`src/hmvn_pkg.sv`:
```
package hmvn_pkg;

  localparam logic [12:0] GRID_MAX = 13'd4096;

  // pipeline depths, one quotient or root bit per stage
  localparam int LAT_PREP  = 2;
  localparam int UV_Q      = 17;
  localparam int POS_Q     = 23;
  localparam int SLP_Q     = 31;
  localparam int SQRT_N    = 31;
  localparam int NRM_Q     = 15;
  localparam int SLOPE_LAT = LAT_PREP + SLP_Q + 1;
  localparam int NORM_LAT  = 2 + SQRT_N + NRM_Q + 1;
  localparam int LAT       = SLOPE_LAT + NORM_LAT;
  localparam int AXIS_PAD  = LAT - (LAT_PREP + POS_Q + 1);

  localparam logic [30:0] SLOPE_LIMIT = 31'h4000_0000;

  localparam logic [2:0] CFG_GRID_W  = 3'd0;
  localparam logic [2:0] CFG_GRID_D  = 3'd1;
  localparam logic [2:0] CFG_WORLD_X = 3'd2;
  localparam logic [2:0] CFG_WORLD_Z = 3'd3;

  typedef struct packed {
    logic [11:0] span_x;
    logic [11:0] span_z;
    logic [15:0] size_x;
    logic [15:0] size_z;
  } geom_t;

  // grid register to span (samples minus one), clamped to 2..GRID_MAX samples
  function automatic logic [11:0] grid_span(input logic [12:0] g);
    logic [12:0] e;
    if (g < 13'd2) begin
      e = 13'd2;
    end else if (g > GRID_MAX) begin
      e = GRID_MAX;
    end else begin
      e = g;
    end
    return 12'(e - 13'd1);
  endfunction

  function automatic logic [15:0] size_eff(input logic [15:0] s);
    return (s == 16'd0) ? 16'd1 : s;
  endfunction

endpackage

```
`src/hmvn_axis.sv`:
```
module hmvn_axis import hmvn_pkg::*; (
  input  logic        clk_i,
  input  logic        en_i,
  input  logic [11:0] texel_i,
  input  logic [11:0] span_i,
  input  logic [15:0] size_i,
  output logic [16:0] uv_o,
  output logic [23:0] pos_o
);

  logic [11:0] tc;
  logic [12:0] twice;
  logic        lt;
  logic [11:0] tc_q;
  logic [11:0] dmag_q;
  logic        neg_q;

  always_comb begin
    tc    = (texel_i > span_i) ? span_i : texel_i;
    twice = {tc, 1'b0};
    lt    = twice < {1'b0, span_i};
  end

  always_ff @(posedge clk_i) begin
    if (en_i) begin
      tc_q   <= tc;
      neg_q  <= lt;
      dmag_q <= lt ? 12'({1'b0, span_i} - twice) : 12'(twice - {1'b0, span_i});
    end
  end

  logic [27:0] prod;
  logic [27:0] unum_q;
  logic [35:0] pnum_q;
  logic        pneg_q;

  assign prod = dmag_q * size_i;

  always_ff @(posedge clk_i) begin
    if (en_i) begin
      unum_q <= {tc_q, 16'd0} + 28'(span_i[11:1]);
      pnum_q <= {1'b0, prod, 7'd0} + 36'(span_i[11:1]);
      pneg_q <= neg_q;
    end
  end

  logic [11:0] urem_q [POS_Q];
  logic [16:0] ulo_q  [POS_Q];
  logic [11:0] prem_q [POS_Q];
  logic [22:0] plo_q  [POS_Q];
  logic        sneg_q [POS_Q];

  for (genvar i = 0; i < POS_Q; i++) begin : g_div
    logic [11:0] urem_in;
    logic [16:0] ulo_in;
    logic [11:0] prem_in;
    logic [22:0] plo_in;
    logic        neg_in;
    logic [12:0] utr;
    logic [12:0] ptr;
    logic        uge;
    logic        pge;

    if (i == 0) begin : g_first
      assign urem_in = {1'b0, unum_q[27:17]};
      assign ulo_in  = unum_q[16:0];
      assign prem_in = pnum_q[34:23];
      assign plo_in  = pnum_q[22:0];
      assign neg_in  = pneg_q;
    end else begin : g_next
      assign urem_in = urem_q[i-1];
      assign ulo_in  = ulo_q[i-1];
      assign prem_in = prem_q[i-1];
      assign plo_in  = plo_q[i-1];
      assign neg_in  = sneg_q[i-1];
    end

    always_comb begin
      utr = {urem_in, ulo_in[16]};
      ptr = {prem_in, plo_in[22]};
      uge = utr >= {1'b0, span_i};
      pge = ptr >= {1'b0, span_i};
    end

    always_ff @(posedge clk_i) begin
      if (en_i) begin
        // uv needs fewer quotient bits, it just holds afterwards
        if (i < UV_Q) begin
          urem_q[i] <= uge ? 12'(utr - {1'b0, span_i}) : utr[11:0];
          ulo_q[i]  <= {ulo_in[15:0], uge};
        end else begin
          urem_q[i] <= urem_in;
          ulo_q[i]  <= ulo_in;
        end
        prem_q[i] <= pge ? 12'(ptr - {1'b0, span_i}) : ptr[11:0];
        plo_q[i]  <= {plo_in[21:0], pge};
        sneg_q[i] <= neg_in;
      end
    end
  end

  logic [16:0] uvd_q  [AXIS_PAD+1];
  logic [23:0] posd_q [AXIS_PAD+1];
  logic [23:0] pmag;

  assign pmag = {1'b0, plo_q[POS_Q-1]};

  always_ff @(posedge clk_i) begin
    if (en_i) begin
      uvd_q[0]  <= ulo_q[POS_Q-1];
      posd_q[0] <= sneg_q[POS_Q-1] ? (24'd0 - pmag) : pmag;
      for (int k = 1; k <= AXIS_PAD; k++) begin
        uvd_q[k]  <= uvd_q[k-1];
        posd_q[k] <= posd_q[k-1];
      end
    end
  end

  assign uv_o  = uvd_q[AXIS_PAD];
  assign pos_o = posd_q[AXIS_PAD];

endmodule

```
`config.mk`:
```
export PLATFORM = sky130hd
export DESIGN_NAME = hmvn_axis
export DESIGN_NICKNAME = d
export VERILOG_FILES = /design/src/hmvn_pkg.sv /design/src/hmvn_axis.sv
export SDC_FILE = /design/constraint.sdc
export NUM_CORES = 2
export LEC_CHECK = 0
export ABC_CLOCK_PERIOD_IN_PS = 20500
export BUFFER_PORTS_ARGS = -buffer_cell sky130_fd_sc_hd__buf_2
export CAP_MARGIN = 20
export CELL_PAD_IN_SITES_DETAIL_PLACEMENT = 1
export CELL_PAD_IN_SITES_GLOBAL_PLACEMENT = 2
export CORE_MARGIN = 2
export CORE_UTILIZATION = 53
export CTS_CLUSTER_SIZE = 24
export DETAILED_ROUTE_END_ITERATION = 16
export PLACE_DENSITY_LB_ADDON = 0.1
export SYNTH_ARGS = -nofsm -noshare
export SYNTH_HDL_FRONTEND = slang
export SYNTH_SLANG_ARGS = --single-unit
```
`constraint.sdc`:
```
create_clock -name clk_i -period 20.5 [get_ports clk_i]
set_input_delay 6.15 -clock clk_i [delete_from_list [all_inputs] [get_ports clk_i]]
set_output_delay 6.15 -clock clk_i [all_outputs]
set_load 0.01 [all_outputs]
```
---- After elaboration in Yosys (flattened, before gate mapping) ----
Memory sizes are Yosys's and may differ from the RTL's.
Cells that the tools add are included.
cells by class
  magnitude comparators ................... 42
  multiply operators ...................... 1
  add/subtract/negate cells ............... 45
  muxes and demuxes ....................... 45
operators with widths
  kind                   number
  $ge 13x12->1           39
  $mux 12                42
  $sub 12x12->12         42
  $add 35x11->35         1
  $add 28x11->28         1
  $mul 12x16->28         1
  $mux 24                1
  $sub 1x23->24 const A  1
  $lt 13x12->1           1
  $ge 12x12->1           1
  $gt 12x12->1           1
  $mux 1                 2
word-level totals
  memory bits (writable) .................. 3873
  output and inout port bits .............. 41
  memories kept ........................... 7
  input bits .............................. 42
  bits in registers ....................... 89
memories
  memory       depth  bits a word  rd ports  clocked after memory_dff  wr ports  RTL line          RTL
  posd_q       58     24           58        0                         58        hmvn_axis.sv:103  logic [23:0] posd_q [AXIS_PAD+1];
  uvd_q        58     17           58        0                         58        hmvn_axis.sv:102  logic [16:0] uvd_q [AXIS_PAD+1];
  plo_q        23     23           23        0                         23        hmvn_axis.sv:50   logic [22:0] plo_q [POS_Q];
  ulo_q        23     17           23        0                         23        hmvn_axis.sv:48   logic [16:0] ulo_q [POS_Q];
  prem_q       23     12           22        0                         23        hmvn_axis.sv:49   logic [11:0] prem_q [POS_Q];
  urem_q       23     12           22        0                         23        hmvn_axis.sv:47   logic [11:0] urem_q [POS_Q];
  +1 memories  n/a    n/a          n/a       n/a                       n/a       n/a

---- Longest topological paths before layout ----
  word-level depth ........................ 4
  mapped depth ............................ 24
  mapped depth without buffers ............ 22

---- Worst setup path before layout ----
Ideal clock, no wire load.
  path kind ............................... in2reg
  start point ............................. in size_i[4]
  end point ............................... reg pnum_q[34], data pin
  cell stages on the path ................. 21
  arrival ................................. 11711 ps
  setup time .............................. 268 ps
  buffers on the path ..................... 2
  data required time ...................... 20232 ps
  setup slack ............................. 8521 ps
  path through ............................ clkbuf_1 > nand2_1 > fa_1 > inv_1 > fa_1 > fa_1 > fa_1 > inv_1 > fa_1 > inv_1 > ha_1 > and4_1 > buf_6 > a21o_1 > or2_4 > xnor2_1 > nor4_2 > and3_2 > and4_4 > nand3_2 > xnor3_1
on the way
  cells in the longest elaborated chain, start to end .. 2
ends and longest elaborated chain
  item                  RTL line         RTL
  from (decl)           hmvn_axis.sv:6   input logic [15:0] size_i,
  $mul 12x16->28        hmvn_axis.sv:37  assign prod = dmag_q * size_i;
  $add 35x11->35        hmvn_axis.sv:42  pnum_q <= {1'b0, prod, 7'd0} + 36'(span_i[11:1]);
  to (signal assigned)  hmvn_axis.sv:42
  to (decl)             hmvn_axis.sv:34  logic [35:0] pnum_q;
Every way passes these cells.
A chain may end at the register's enable or synchronous reset.

---- Worst setup path in the final report ----
  start point ............................. in size_i[5]
  end point ............................... reg pnum_q[34], data pin
The elaborated chain is that of the path after synthesis.

==> metrics.cfg <==
[detailed_routing]
viasPerCell=5.35
drc=0
vias=66200
drt_iter0_drc=4050
first_pass_iters=5
drt-total-wl_um=249000
wl_per_cell_um=20.1
antenna_left=0

[grt]
antenna_found_initial=8
grt_overflow=0
grt_max_degree=212
met2_usage_pct=30.0
use_met1_pct=25.2
grt_pass1_wl_um=399000
grt_pass1_vias=70900
busiest_layer=met2
grt.met3_usage_pct=2.63
grt.total_usage_pct=18.2

[timing]
fmax_mhz=86.4
finalMaxSlewViolations=0
fin_skew_ps=62.2
setup_viol=0
max_slew_margin_pct=30.0
whs_ps=369
finalHoldViolations=0
rsz0062_at_grt=no
period_needed_ps=11570
fin_crit_sh_pct=56.5
finalSetupTns_ps=0
worst_pin_slew_ps=1050

[worst_setup_path]
cp_num_buf_inv=4
worstSetupPathType=in -> reg
cpPeakStageDelay_ps=600
r2r_start=dmag_q[4]
cp-start-kind=primary input
crit_required_ps=21150
cp-end-kind=register
r2r_setup_slack_ps=13640
worstPathArrival_ps=12220
crit_top_cell=fa_1
reg2reg_to=pnum_q[34]
cp_slowest_cell=fa_1
crit_family=adder cells
cp_max_fo=12
worstRegToRegCells=20
cp_cell_sequence=buf_2 -> nand2_1 -> fa_1 -> fa_1 -> fa_1 -> inv_1 -> fa_1 -> inv_1 -> fa_1 -> inv_1 -> ha_1 -> a21oi_1 -> o21ai_1 -> a21o_1 -> or2_4 -> xnor2_1 -> nor4_2 -> and3_2 -> and4_4 -> nand3_2 -> xnor3_1

[synth]
yosysMostFrequentCell=edfxtp_1
synth_area_um2=146000
synth_area_leaders=edfxtp_1 77%, ha_1 5.0%, fa_1 2.5%, mux2_2 2.3%, xnor2_1 1.4%
syn_area_per_cell_um2=18.1
synthCells=8042
yosysWarnings=0
async_flop_share_pct=0
yosysUniqueCellTypes=80
yosys.area.top_type=edfxtp_1
postSynthNetCount=8849
synth_seq_area_share_pct=77.3
synth-seq-cells=3748
ys_top_cells_by_count=3748 x edfxtp_1, 584 x ha_1, 458 x inv_1
synth_edf_count=3748
ys.flop_type=edfxtp_1
netlist.area_leader.share_pct=77.3

[power]
irDropWorstVdd_uv=305
power.density_nw_per_um2=156
p_leak_nw=59.5

[floorplanning]
fp-row-count=192
die_y_um=528
io_pins=83
die-area_um2=279000
core_um2=273000
fp.dieW_um=528
start_util_pct=53.3

[cts]
path_clk_slew_ps=60
htreeDepth=5
cts.repair.resized=0
cts_tree=done
post-cts-setup-buffer-count=0
clock_path_buffers=4
cts_num_sinks=3748
clock_latency_ps=900
cts_hold_buffers=0
numCtsBuffers=372
root_buffer=clkbuf_16

[job]
max-cap-violations=0

[min_path]
hp-start=ulo_q[1][131]
worst_hold_path_type=reg -> reg
whs_path_depth=0
worstHoldEndpoint=ulo_q[2][13]

[place]
port_buffers=82
dpl.hpwl_um=151000
placedCellCount=11700
place_congestion=0.812

[finish]
drive_above_1_share_pct=12.2
multiInputGateArea_um2=30800
final_cells=12400
layout.nets=9285
fillers=23900
syn2layout_area_growth_pct=12.1
seq_area_um2=113000

[status]
status=finished clean

worst max-delay path by stage:
stage	start	to	slack, ps	depth (start not counted)
6_report	size_i[5]	pnum_q[34]	8930	21
3_3_place_gp	size_i[5]	pnum_q[34]	8040	21
4_1_cts	size_i[6]	pnum_q[34]	8980	20
3_5_place_dp	size_i[6]	pnum_q[34]	7980	20
2_1_floorplan	size_i[4]	pnum_q[34]	8520	21
5_1_grt	size_i[5]	pnum_q[34]	8670	20
sequential cells by signal, summed over array words and instances (netlist names):
signal	flops
dmag_q	12
ulo_q	285
plo_q	529
prem_q	264
g_div.neg_in	1
tc_q	12
unum_q	16
uvd_q	986
neg_q	1
posd_q	1392
pnum_q	35
urem_q	192
sneg_q	23
routing by layer:
layer | up-vias | wire length, um
li1 | 31500 | -
met3 | 401 | 8390
met2 | 883 | 121000
met5 | - | 24
met1 | 33500 | 113000
met4 | 4 | 6430
final cells by class:
cell class | instances | area share (%)
Antenna cell | 5 | 0.00767
Clock buffer | 455 | 5.93
Clock inverter | 230 | 1.54
Inverter | 459 | 1.06
Multi-Input combinational cell | 3727 | 18.9
Sequential cell | 3748 | 69.0
Tap cell | 3589 | 2.75
Timing Repair Buffer | 170 | 0.836
power by group:
part / internal (W) / total [W] / switching (W)
sequential: 0.00990 / 0.0104 / 0.000466
combinational: 0.00367 / 0.00839 / 0.00472
clock: 0.00391 / 0.00672 / 0.00280
total: 0.0175 / 0.0255 / 0.00799
kinds of logic after synthesis:
family / share of synthesized area (%)
simple gates: 4.31
flops: 77.3
mux: 2.95
xor+xnor: 2.11
compound gates: 4.26
fa+ha+maj: 7.51
buf+inv: 1.57
placed cells by master, fill, tap and decap left out, types with 92 or more instances in the layout:
cell type / count
a21o_1: 152
a21oi_1: 186
clkbuf_16: 375
edfxtp_1: 3748
fa_1: 181
ha_1: 584
inv_1: 447
mux2_2: 299
mux2i_1: 92
nand2_1: 402
nor2_1: 271
nor2b_1: 108
nor3_1: 118
o21ai_0: 217
xnor2_1: 236
xor2_1: 112
through the flow:
step	setup slack, ps	cell area (um2)	total power, W	utilization (%)
after floorplan	8520	146000	0.0168	-
after global placement	8040	151000	0.0187	55.2
after detailed placement	7980	151000	0.0190	55.2
after CTS	8980	163000	0.0258	59.6
after global routing	8670	163000	0.0271	59.7
final	8930	163000	0.0255	59.7
(Power assumes the default switching activity.)
