## src/hmvn_pkg.sv

```systemverilog
package hmvn_pkg;

  localparam logic [12:0] GRID_MAX = 13'd4096;

  // pipeline depths, one quotient or root bit per stage
  localparam int LAT_PREP  = 2;
  localparam int UV_Q      = 17;
  localparam int POS_Q     = 23;
  localparam int SLP_Q     = 31;
  localparam int SQRT_N    = 31;
  localparam int NRM_Q     = 15;
  localparam int SLOPE_LAT = LAT_PREP + SLP_Q + 1;
  localparam int NORM_LAT  = 2 + SQRT_N + NRM_Q + 1;
  localparam int LAT       = SLOPE_LAT + NORM_LAT;
  localparam int AXIS_PAD  = LAT - (LAT_PREP + POS_Q + 1);

  localparam logic [30:0] SLOPE_LIMIT = 31'h4000_0000;

  localparam logic [2:0] CFG_GRID_W  = 3'd0;
  localparam logic [2:0] CFG_GRID_D  = 3'd1;
  localparam logic [2:0] CFG_WORLD_X = 3'd2;
  localparam logic [2:0] CFG_WORLD_Z = 3'd3;

  typedef struct packed {
    logic [11:0] span_x;
    logic [11:0] span_z;
    logic [15:0] size_x;
    logic [15:0] size_z;
  } geom_t;

  // grid register to span (samples minus one), clamped to 2..GRID_MAX samples
  function automatic logic [11:0] grid_span(input logic [12:0] g);
    logic [12:0] e;
    if (g < 13'd2) begin
      e = 13'd2;
    end else if (g > GRID_MAX) begin
      e = GRID_MAX;
    end else begin
      e = g;
    end
    return 12'(e - 13'd1);
  endfunction

  function automatic logic [15:0] size_eff(input logic [15:0] s);
    return (s == 16'd0) ? 16'd1 : s;
  endfunction

endpackage

```

## src/hmvn_slope.sv

```systemverilog
module hmvn_slope import hmvn_pkg::*; (
  input  logic        clk_i,
  input  logic        en_i,
  input  logic [15:0] h_minus_i,
  input  logic [15:0] h_plus_i,
  input  logic [11:0] span_i,
  input  logic [15:0] size_i,
  output logic [30:0] gmag_o,
  output logic        gneg_o
);

  logic [16:0] dh;
  logic [15:0] adh_q;
  logic        neg_q;
  logic [16:0] den;

  assign dh  = {h_plus_i[15], h_plus_i} - {h_minus_i[15], h_minus_i};
  assign den = {size_i, 1'b0};

  // rising height gives a negative slope
  always_ff @(posedge clk_i) begin
    if (en_i) begin
      neg_q <= !dh[16] && (dh != 17'd0);
      adh_q <= dh[16] ? 16'(17'd0 - dh) : dh[15:0];
    end
  end

  logic [27:0] a;
  logic [34:0] num_q;
  logic        nneg_q;

  assign a = adh_q * span_i;

  // (|dh| * span * 64 + s) / (2 s) is the rounded slope, scaled down by 256
  always_ff @(posedge clk_i) begin
    if (en_i) begin
      num_q  <= {1'b0, a, 6'd0} + 35'(size_i);
      nneg_q <= neg_q;
    end
  end

  logic [16:0] rem_q [SLP_Q];
  logic [30:0] lo_q  [SLP_Q];
  logic        sat_q [SLP_Q];
  logic        sgn_q [SLP_Q];

  for (genvar i = 0; i < SLP_Q; i++) begin : g_div
    logic [16:0] rem_in;
    logic [30:0] lo_in;
    logic        sat_in;
    logic        sgn_in;
    logic [17:0] tr;
    logic        ge;

    if (i == 0) begin : g_first
      logic [16:0] top;
      assign top    = {13'd0, num_q[34:31]};
      assign sat_in = top >= den;
      assign rem_in = sat_in ? 17'd0 : top;
      assign lo_in  = num_q[30:0];
      assign sgn_in = nneg_q;
    end else begin : g_next
      assign rem_in = rem_q[i-1];
      assign lo_in  = lo_q[i-1];
      assign sat_in = sat_q[i-1];
      assign sgn_in = sgn_q[i-1];
    end

    always_comb begin
      tr = {rem_in, lo_in[30]};
      ge = tr >= {1'b0, den};
    end

    always_ff @(posedge clk_i) begin
      if (en_i) begin
        rem_q[i] <= ge ? 17'(tr - {1'b0, den}) : tr[16:0];
        lo_q[i]  <= {lo_in[29:0], ge};
        sat_q[i] <= sat_in;
        sgn_q[i] <= sgn_in;
      end
    end
  end

  logic [30:0] gmag_q;
  logic        gneg_q;

  always_ff @(posedge clk_i) begin
    if (en_i) begin
      gmag_q <= (sat_q[SLP_Q-1] || lo_q[SLP_Q-1] > SLOPE_LIMIT) ? SLOPE_LIMIT
                                                                 : lo_q[SLP_Q-1];
      gneg_q <= sgn_q[SLP_Q-1];
    end
  end

  assign gmag_o = gmag_q;
  assign gneg_o = gneg_q;

endmodule

```

## config.mk

```make
export PLATFORM = sky130hd
export DESIGN_NAME = hmvn_slope
export DESIGN_NICKNAME = d
export VERILOG_FILES = /design/src/hmvn_pkg.sv /design/src/hmvn_slope.sv
export SDC_FILE = /design/constraint.sdc
export NUM_CORES = 2
export LEC_CHECK = 0
export ABC_AREA = 1
export BUFFER_PORTS_ARGS = -buffer_cell sky130_fd_sc_hd__buf_2
export CAP_MARGIN = 15
export CORE_MARGIN = 4
export CORE_UTILIZATION = 30
export CTS_CLUSTER_DIAMETER = 60
export DETAILED_ROUTE_END_ITERATION = 16
export GPL_TIMING_DRIVEN = 0
export PLACE_DENSITY = 0.52
export SETUP_SLACK_MARGIN = 0.02
export SLEW_MARGIN = 20
export SYNTH_ARGS = -nofsm -noshare
export SYNTH_HDL_FRONTEND = slang
export SYNTH_SLANG_ARGS = --single-unit
```

## constraint.sdc

```tcl
create_clock -name clk_i -period 6.5 [get_ports clk_i]
set_clock_uncertainty 0.2 [all_clocks]
set_input_delay 0.325 -clock clk_i [delete_from_list [all_inputs] [get_ports clk_i]]
set_output_delay 0.325 -clock clk_i [all_outputs]
set_load 0.05 [all_outputs]
```

# Word level (Yosys, flattened, before mapping)
# Memory sizes are Yosys's and may differ from the RTL's. A register that Yosys moved wholly into a read port is not among the register bits.
# Index checks and enable logic that the tools add are counted.
# totals
mem_bits_rw,1550
reg_bits,84
input_bits,62
n_memories,4
output_inout_bits,32
# classes
reduce_logical,4
n_addsub,34
multipliers,1
n_mux,35
order_cmp,33
# memory_table
memory,depth,word_bits,rd,rd_ports_with_merged_regs,wr,line,text
lo_q,31,31,31,0,31,hmvn_slope.sv:43,logic [30:0] lo_q [SLP_Q];
rem_q,31,17,30,0,31,hmvn_slope.sv:42,logic [16:0] rem_q [SLP_Q];
sat_q,31,1,31,0,31,hmvn_slope.sv:44,logic sat_q [SLP_Q];
sgn_q,31,1,31,1,31,hmvn_slope.sv:45,logic sgn_q [SLP_Q];
# op_table
operator,count
18-bit by 17-bit >= comparator with 1-bit output,30
17-bit 2-to-1 mux,31
17-bit subtractor,30
34-bit by 16-bit adder with 35-bit output,1
"31-bit greater-than comparator, second input constant",1
16-bit by 12-bit multiplier with 28-bit output,1
4-bit by 17-bit >= comparator with 1-bit output,1
5-bit by 17-bit >= comparator with 1-bit output,1
17-bit nonzero test,1
16-bit by 16-bit subtractor with 17-bit output,1
5-bit by 17-bit subtractor with 17-bit output,1
16-bit 2-to-1 mux,1
"1-bit by 16-bit subtractor with 16-bit output, first input constant",1
4-bit 2-to-1 mux,1
1-bit 2-to-1 mux,2
1-bit logical AND,1
1-bit logical NOT,1
1-bit logical OR,1

# Longest topological paths before layout
# depth
depth_word,4
mapped_depth,32
mapped_depth_nobuf,30

# Worst setup path before layout
# OpenSTA, ideal clock, no wires.
# synth_timing
kind,input -> register
startpoint,input port span_i[5]
endpoint,"register num_q[32], data pin"
path_buffers,2
path_slack_ps,447
arrival_ps,5604
cell_stages,29
cell_sequence,clkbuf_1 > clkbuf_1 > nand2_1 > fa_1 > fa_1 > inv_1 > ha_1 > fa_1 > inv_1 > fa_1 > inv_1 > ha_1 > nand2_1 > inv_1 > nand2_1 > nand3_2 > xor2_1 > ha_1 > nand2_1 > nor3_1 > nand2_1 > nand3_1 > nand3_2 > nor2_4 > nand2_2 > nor2_2 > nand3_1 > nand2_1 > inv_1
# synth_between
elab_chain_cells,2
# synth_lines
element,line,text
start: declaration,hmvn_slope.sv:6,"input logic [11:0] span_i,"
16-bit by 12-bit multiplier with 28-bit output,hmvn_slope.sv:32,assign a = adh_q * span_i;
34-bit by 16-bit adder with 35-bit output,hmvn_slope.sv:37,"num_q <= {1'b0, a, 6'd0} + 35'(size_i);"
end signal: assignment,hmvn_slope.sv:37,
end: declaration,hmvn_slope.sv:29,logic [34:0] num_q;
# No other way between the ends.
# A chain may end at the register's enable or synchronous reset.

# Worst setup path in the final report
# layout_timing
startpoint,register adh_q[3]
endpoint,"register num_q[32], data pin"
# layout_between
elab_chain_cells,2
# layout_lines
element,line,text
start: declaration,hmvn_slope.sv:13,logic [15:0] adh_q;
start signal: assignment,hmvn_slope.sv:24,adh_q <= dh[16] ? 16'(17'd0 - dh) : dh[15:0];
16-bit by 12-bit multiplier with 28-bit output,hmvn_slope.sv:32,
34-bit by 16-bit adder with 35-bit output,hmvn_slope.sv:37,
# No other way between the ends.

==> impl_metrics.json <==
{
  "die_h_um": 544,
  "clk_pin_slew_ns": 0.05,
  "post_drt_wl_per_cell_um": 15.7,
  "remaining_drc_errors": 0,
  "syn_nets": 8914,
  "crit_type": "flop to flop",
  "num_vias": 56600,
  "layout_setup_ws_ns": 0.355,
  "drive_above_1_share": 0.0698,
  "track_usage": 0.130,
  "clk-insertion-delay-late_ns": 0.84,
  "synth_edf_count": 1618,
  "ys.warnings.count": 0,
  "finalWirelength_mm": 194,
  "setup_violations": 0,
  "endpoint": "num_q[32]",
  "cp.arrival_ns": 6.46,
  "grt_pass1_wl_mm": 309,
  "grt_max_degree": 147,
  "outcome": "completed",
  "first_pass_iters": 6,
  "tightest_slew_ns": 0.814,
  "yosys.area.top_type": "edfxtp_1",
  "place_area_sq_mm": 0.0923,
  "rsz0062_at_grt": "no",
  "syn_inst": 8100,
  "final_core_util": 0.345,
  "finalCritPeriodShare": 0.945,
  "min_path_type": "primary input to flop",
  "initial_utilization": 0.302,
  "hold_viol": 0,
  "yosysMostFrequentCell": "nand2_1",
  "antenna_left": 0,
  "ys_seq_area_frac": 0.563,
  "cts-root-buf": "clkbuf_16",
  "worstPathRequired_ns": 6.82,
  "syn-mean-instance-area_sq_um": 10.7,
  "fin_crit_ns": 6.15,
  "cap_violations": 0,
  "cts_num_sinks": 1618,
  "slew_headroom": 0.457,
  "nets": 9250,
  "final_max_slew_viol_count": 0,
  "critPathLaunchType": "flop",
  "io_pins": 94,
  "timing.rr.start": "adh_q[3]",
  "synth_common_cells": "1664 x nand2_1, 1618 x edfxtp_1, 1169 x inv_1",
  "synth-async-reset-ratio": 0,
  "netlist_top_cells_area": "edfxtp_1 56%, ha_1 8.4%, nand2_1 7.2%",
  "cp_max_fo": 4,
  "antenna_found_initial": 2,
  "post-dp-hpwl_mm": 140,
  "dieArea_sq_mm": 0.296,
  "cts_tree": "done",
  "htree_levels": 4,
  "crit_path_end_kind": "flop",
  "clock_path_buffers": 4,
  "r2r_end": "num_q[32]",
  "r2r_slack_ns": 0.35,
  "synthFlopType": "edfxtp_1",
  "rr_worst_depth": 27,
  "drt-initial-drc-count": 3613,
  "grt_pass1_vias": 56600,
  "syn-cell-area_sq_mm": 0.0863,
  "port_buffers": 81,
  "yosys.cell_types.count": 43,
  "die_w_um": 544,
  "area_growth_pct": 14.2,
  "numCtsBuffers": 189,
  "core_area_sq_mm": 0.286,
  "clock.fmax_mhz": 163,
  "synth_top_cell_area_share": 0.563,
  "design_area_sq_mm": 0.0986,
  "gp_congestion": 0.847,
  "synth_seq_cells": 1618,
  "viasPerCell": 4.58,
  "rows": 196,
  "place_ws_ns": -0.742,
  "startpoint": "adh_q[3]",
  "overflow": 0
}
-- registers in the layout, indices dropped and copies added (netlist names) --
signal and flops:
g_div.sgn_in 1, rem_q 510, adh_q 16, lo_q 961, gneg_o 1, neg_q 1, num_q 35, sgn_q 31
sat_q 31, gmag_o 31
-- cell families (layout without fill, tap and decap cells) --
kind of cell,after synthesis,count (layout),synth area share
AND/OR/NAND/NOR,2650,2650,0.125
flip-flops,1618,1618,0.563
AO/OA/AOI/OAI,1328,1328,0.0848
buffers and inverters,1310,1788,0.0583
adder cells (fa/ha/maj),752,752,0.124
XOR/XNOR,442,442,0.0449
other,0,1,0
-- layer usage --
metal	vias up	part of all wire	track usage
li1	28300	-	-
met1	26800	0.46	0.172
met2	1065	0.47	0.219
met3	355	0.039	0.0180
met4	0	0.031	0.0410
met5	-	0	0
-- per-stage QoR --
stage               hold slack, ns  setup TNS, ns  std cells
floorplan                    0.200              0       8100
global placement             0.200              -      11900
detailed placement           0.205          -8.57      12000
CTS                        0.00892              0      12300
global route                0.0841              0      12300
finish                      0.0739              0      12300
-- cell usage in the layout, fill, tap and decap left out, types with 21 or more instances in the layout --
master and count:
inv_1 1154, nand3_1 221, a31oi_1 54, buf_4 24, o21ai_0 427, nand3b_1 39, o21ai_2 21, a21o_1 32
nor2_1 527, xor2_1 264, nor3_1 76, buf_2 164, a21oi_1 637, xnor2_1 175, clkbuf_1 64, clkinv_1 36
o21a_1 30, clkinv_2 21, ha_1 577, a21boi_0 30, nor4_1 21, nand4_1 51, edfxtp_1 1618, buf_16 24
clkbuf_16 190, nand2_1 1661, o21ai_1 21, fa_1 172
-- critical path, cell delays in order (launching register included) --
cell	delay [ns]
edfxtp_1	0.48
nand2_1	0.14
fa_1	0.54
fa_1	0.52
inv_1	0.05
ha_1	0.32
fa_1	0.54
inv_1	0.06
fa_1	0.52
inv_1	0.04
ha_2	0.36
nand2_2	0.08
nor2_1	0.13
nand2_1	0.08
nand3_2	0.11
xor2_1	0.09
ha_1	0.33
nand2_1	0.09
nor3_1	0.18
nand2_1	0.09
nand3_2	0.10
nand3_2	0.14
nor2_4	0.18
nand2_2	0.11
nor2_2	0.16
nand3_1	0.09
nand2_1	0.11
inv_1	0.04
-- worst min path at each step --
| stage | start | end | slack, ns | depth (start not counted) |
|---|---|---|---|---|
| after floorplan | neg_q | g_div[0].sgn_in | 0.20 | 0 |
| after CTS | h_plus_i[2] | adh_q[2] | 0.009 | 6 |
| final | h_minus_i[1] | adh_q[1] | 0.07 | 5 |
| after global routing | size_i[8] | num_q[8] | 0.08 | 3 |
| after global placement | num_q[28] | lo_q[0][29] | 0.20 | 0 |
| after detailed placement | num_q[7] | lo_q[0][8] | 0.20 | 0 |
-- final cells by class --
type | count | area (sq um)
fill | 28400 | 187000
sequential | 1618 | 48600
multi-input combinational | 5172 | 32800
clock buffer | 224 | 4880
tap | 3762 | 4710
inverter | 1175 | 4450
timing repair buffer | 152 | 1560
clock inverter | 109 | 1040
buffer | 128 | 621
antenna | 1 | 2.50
-- timing repair --
action | 4_1_cts | 5_1_grt
gates cloned | 0 | 0
setup buffers | 8 | 13
setup endpoints to repair | 12 | 13
resized for setup | 5 | 37
hold buffers | 20 | 0
hold endpoints to repair | 97 | 0
pin swaps | 0 | 2
Power is left out: the tool's default activity adds up to more than one toggle a clock period on the data nets, which glitch-free logic cannot reach.
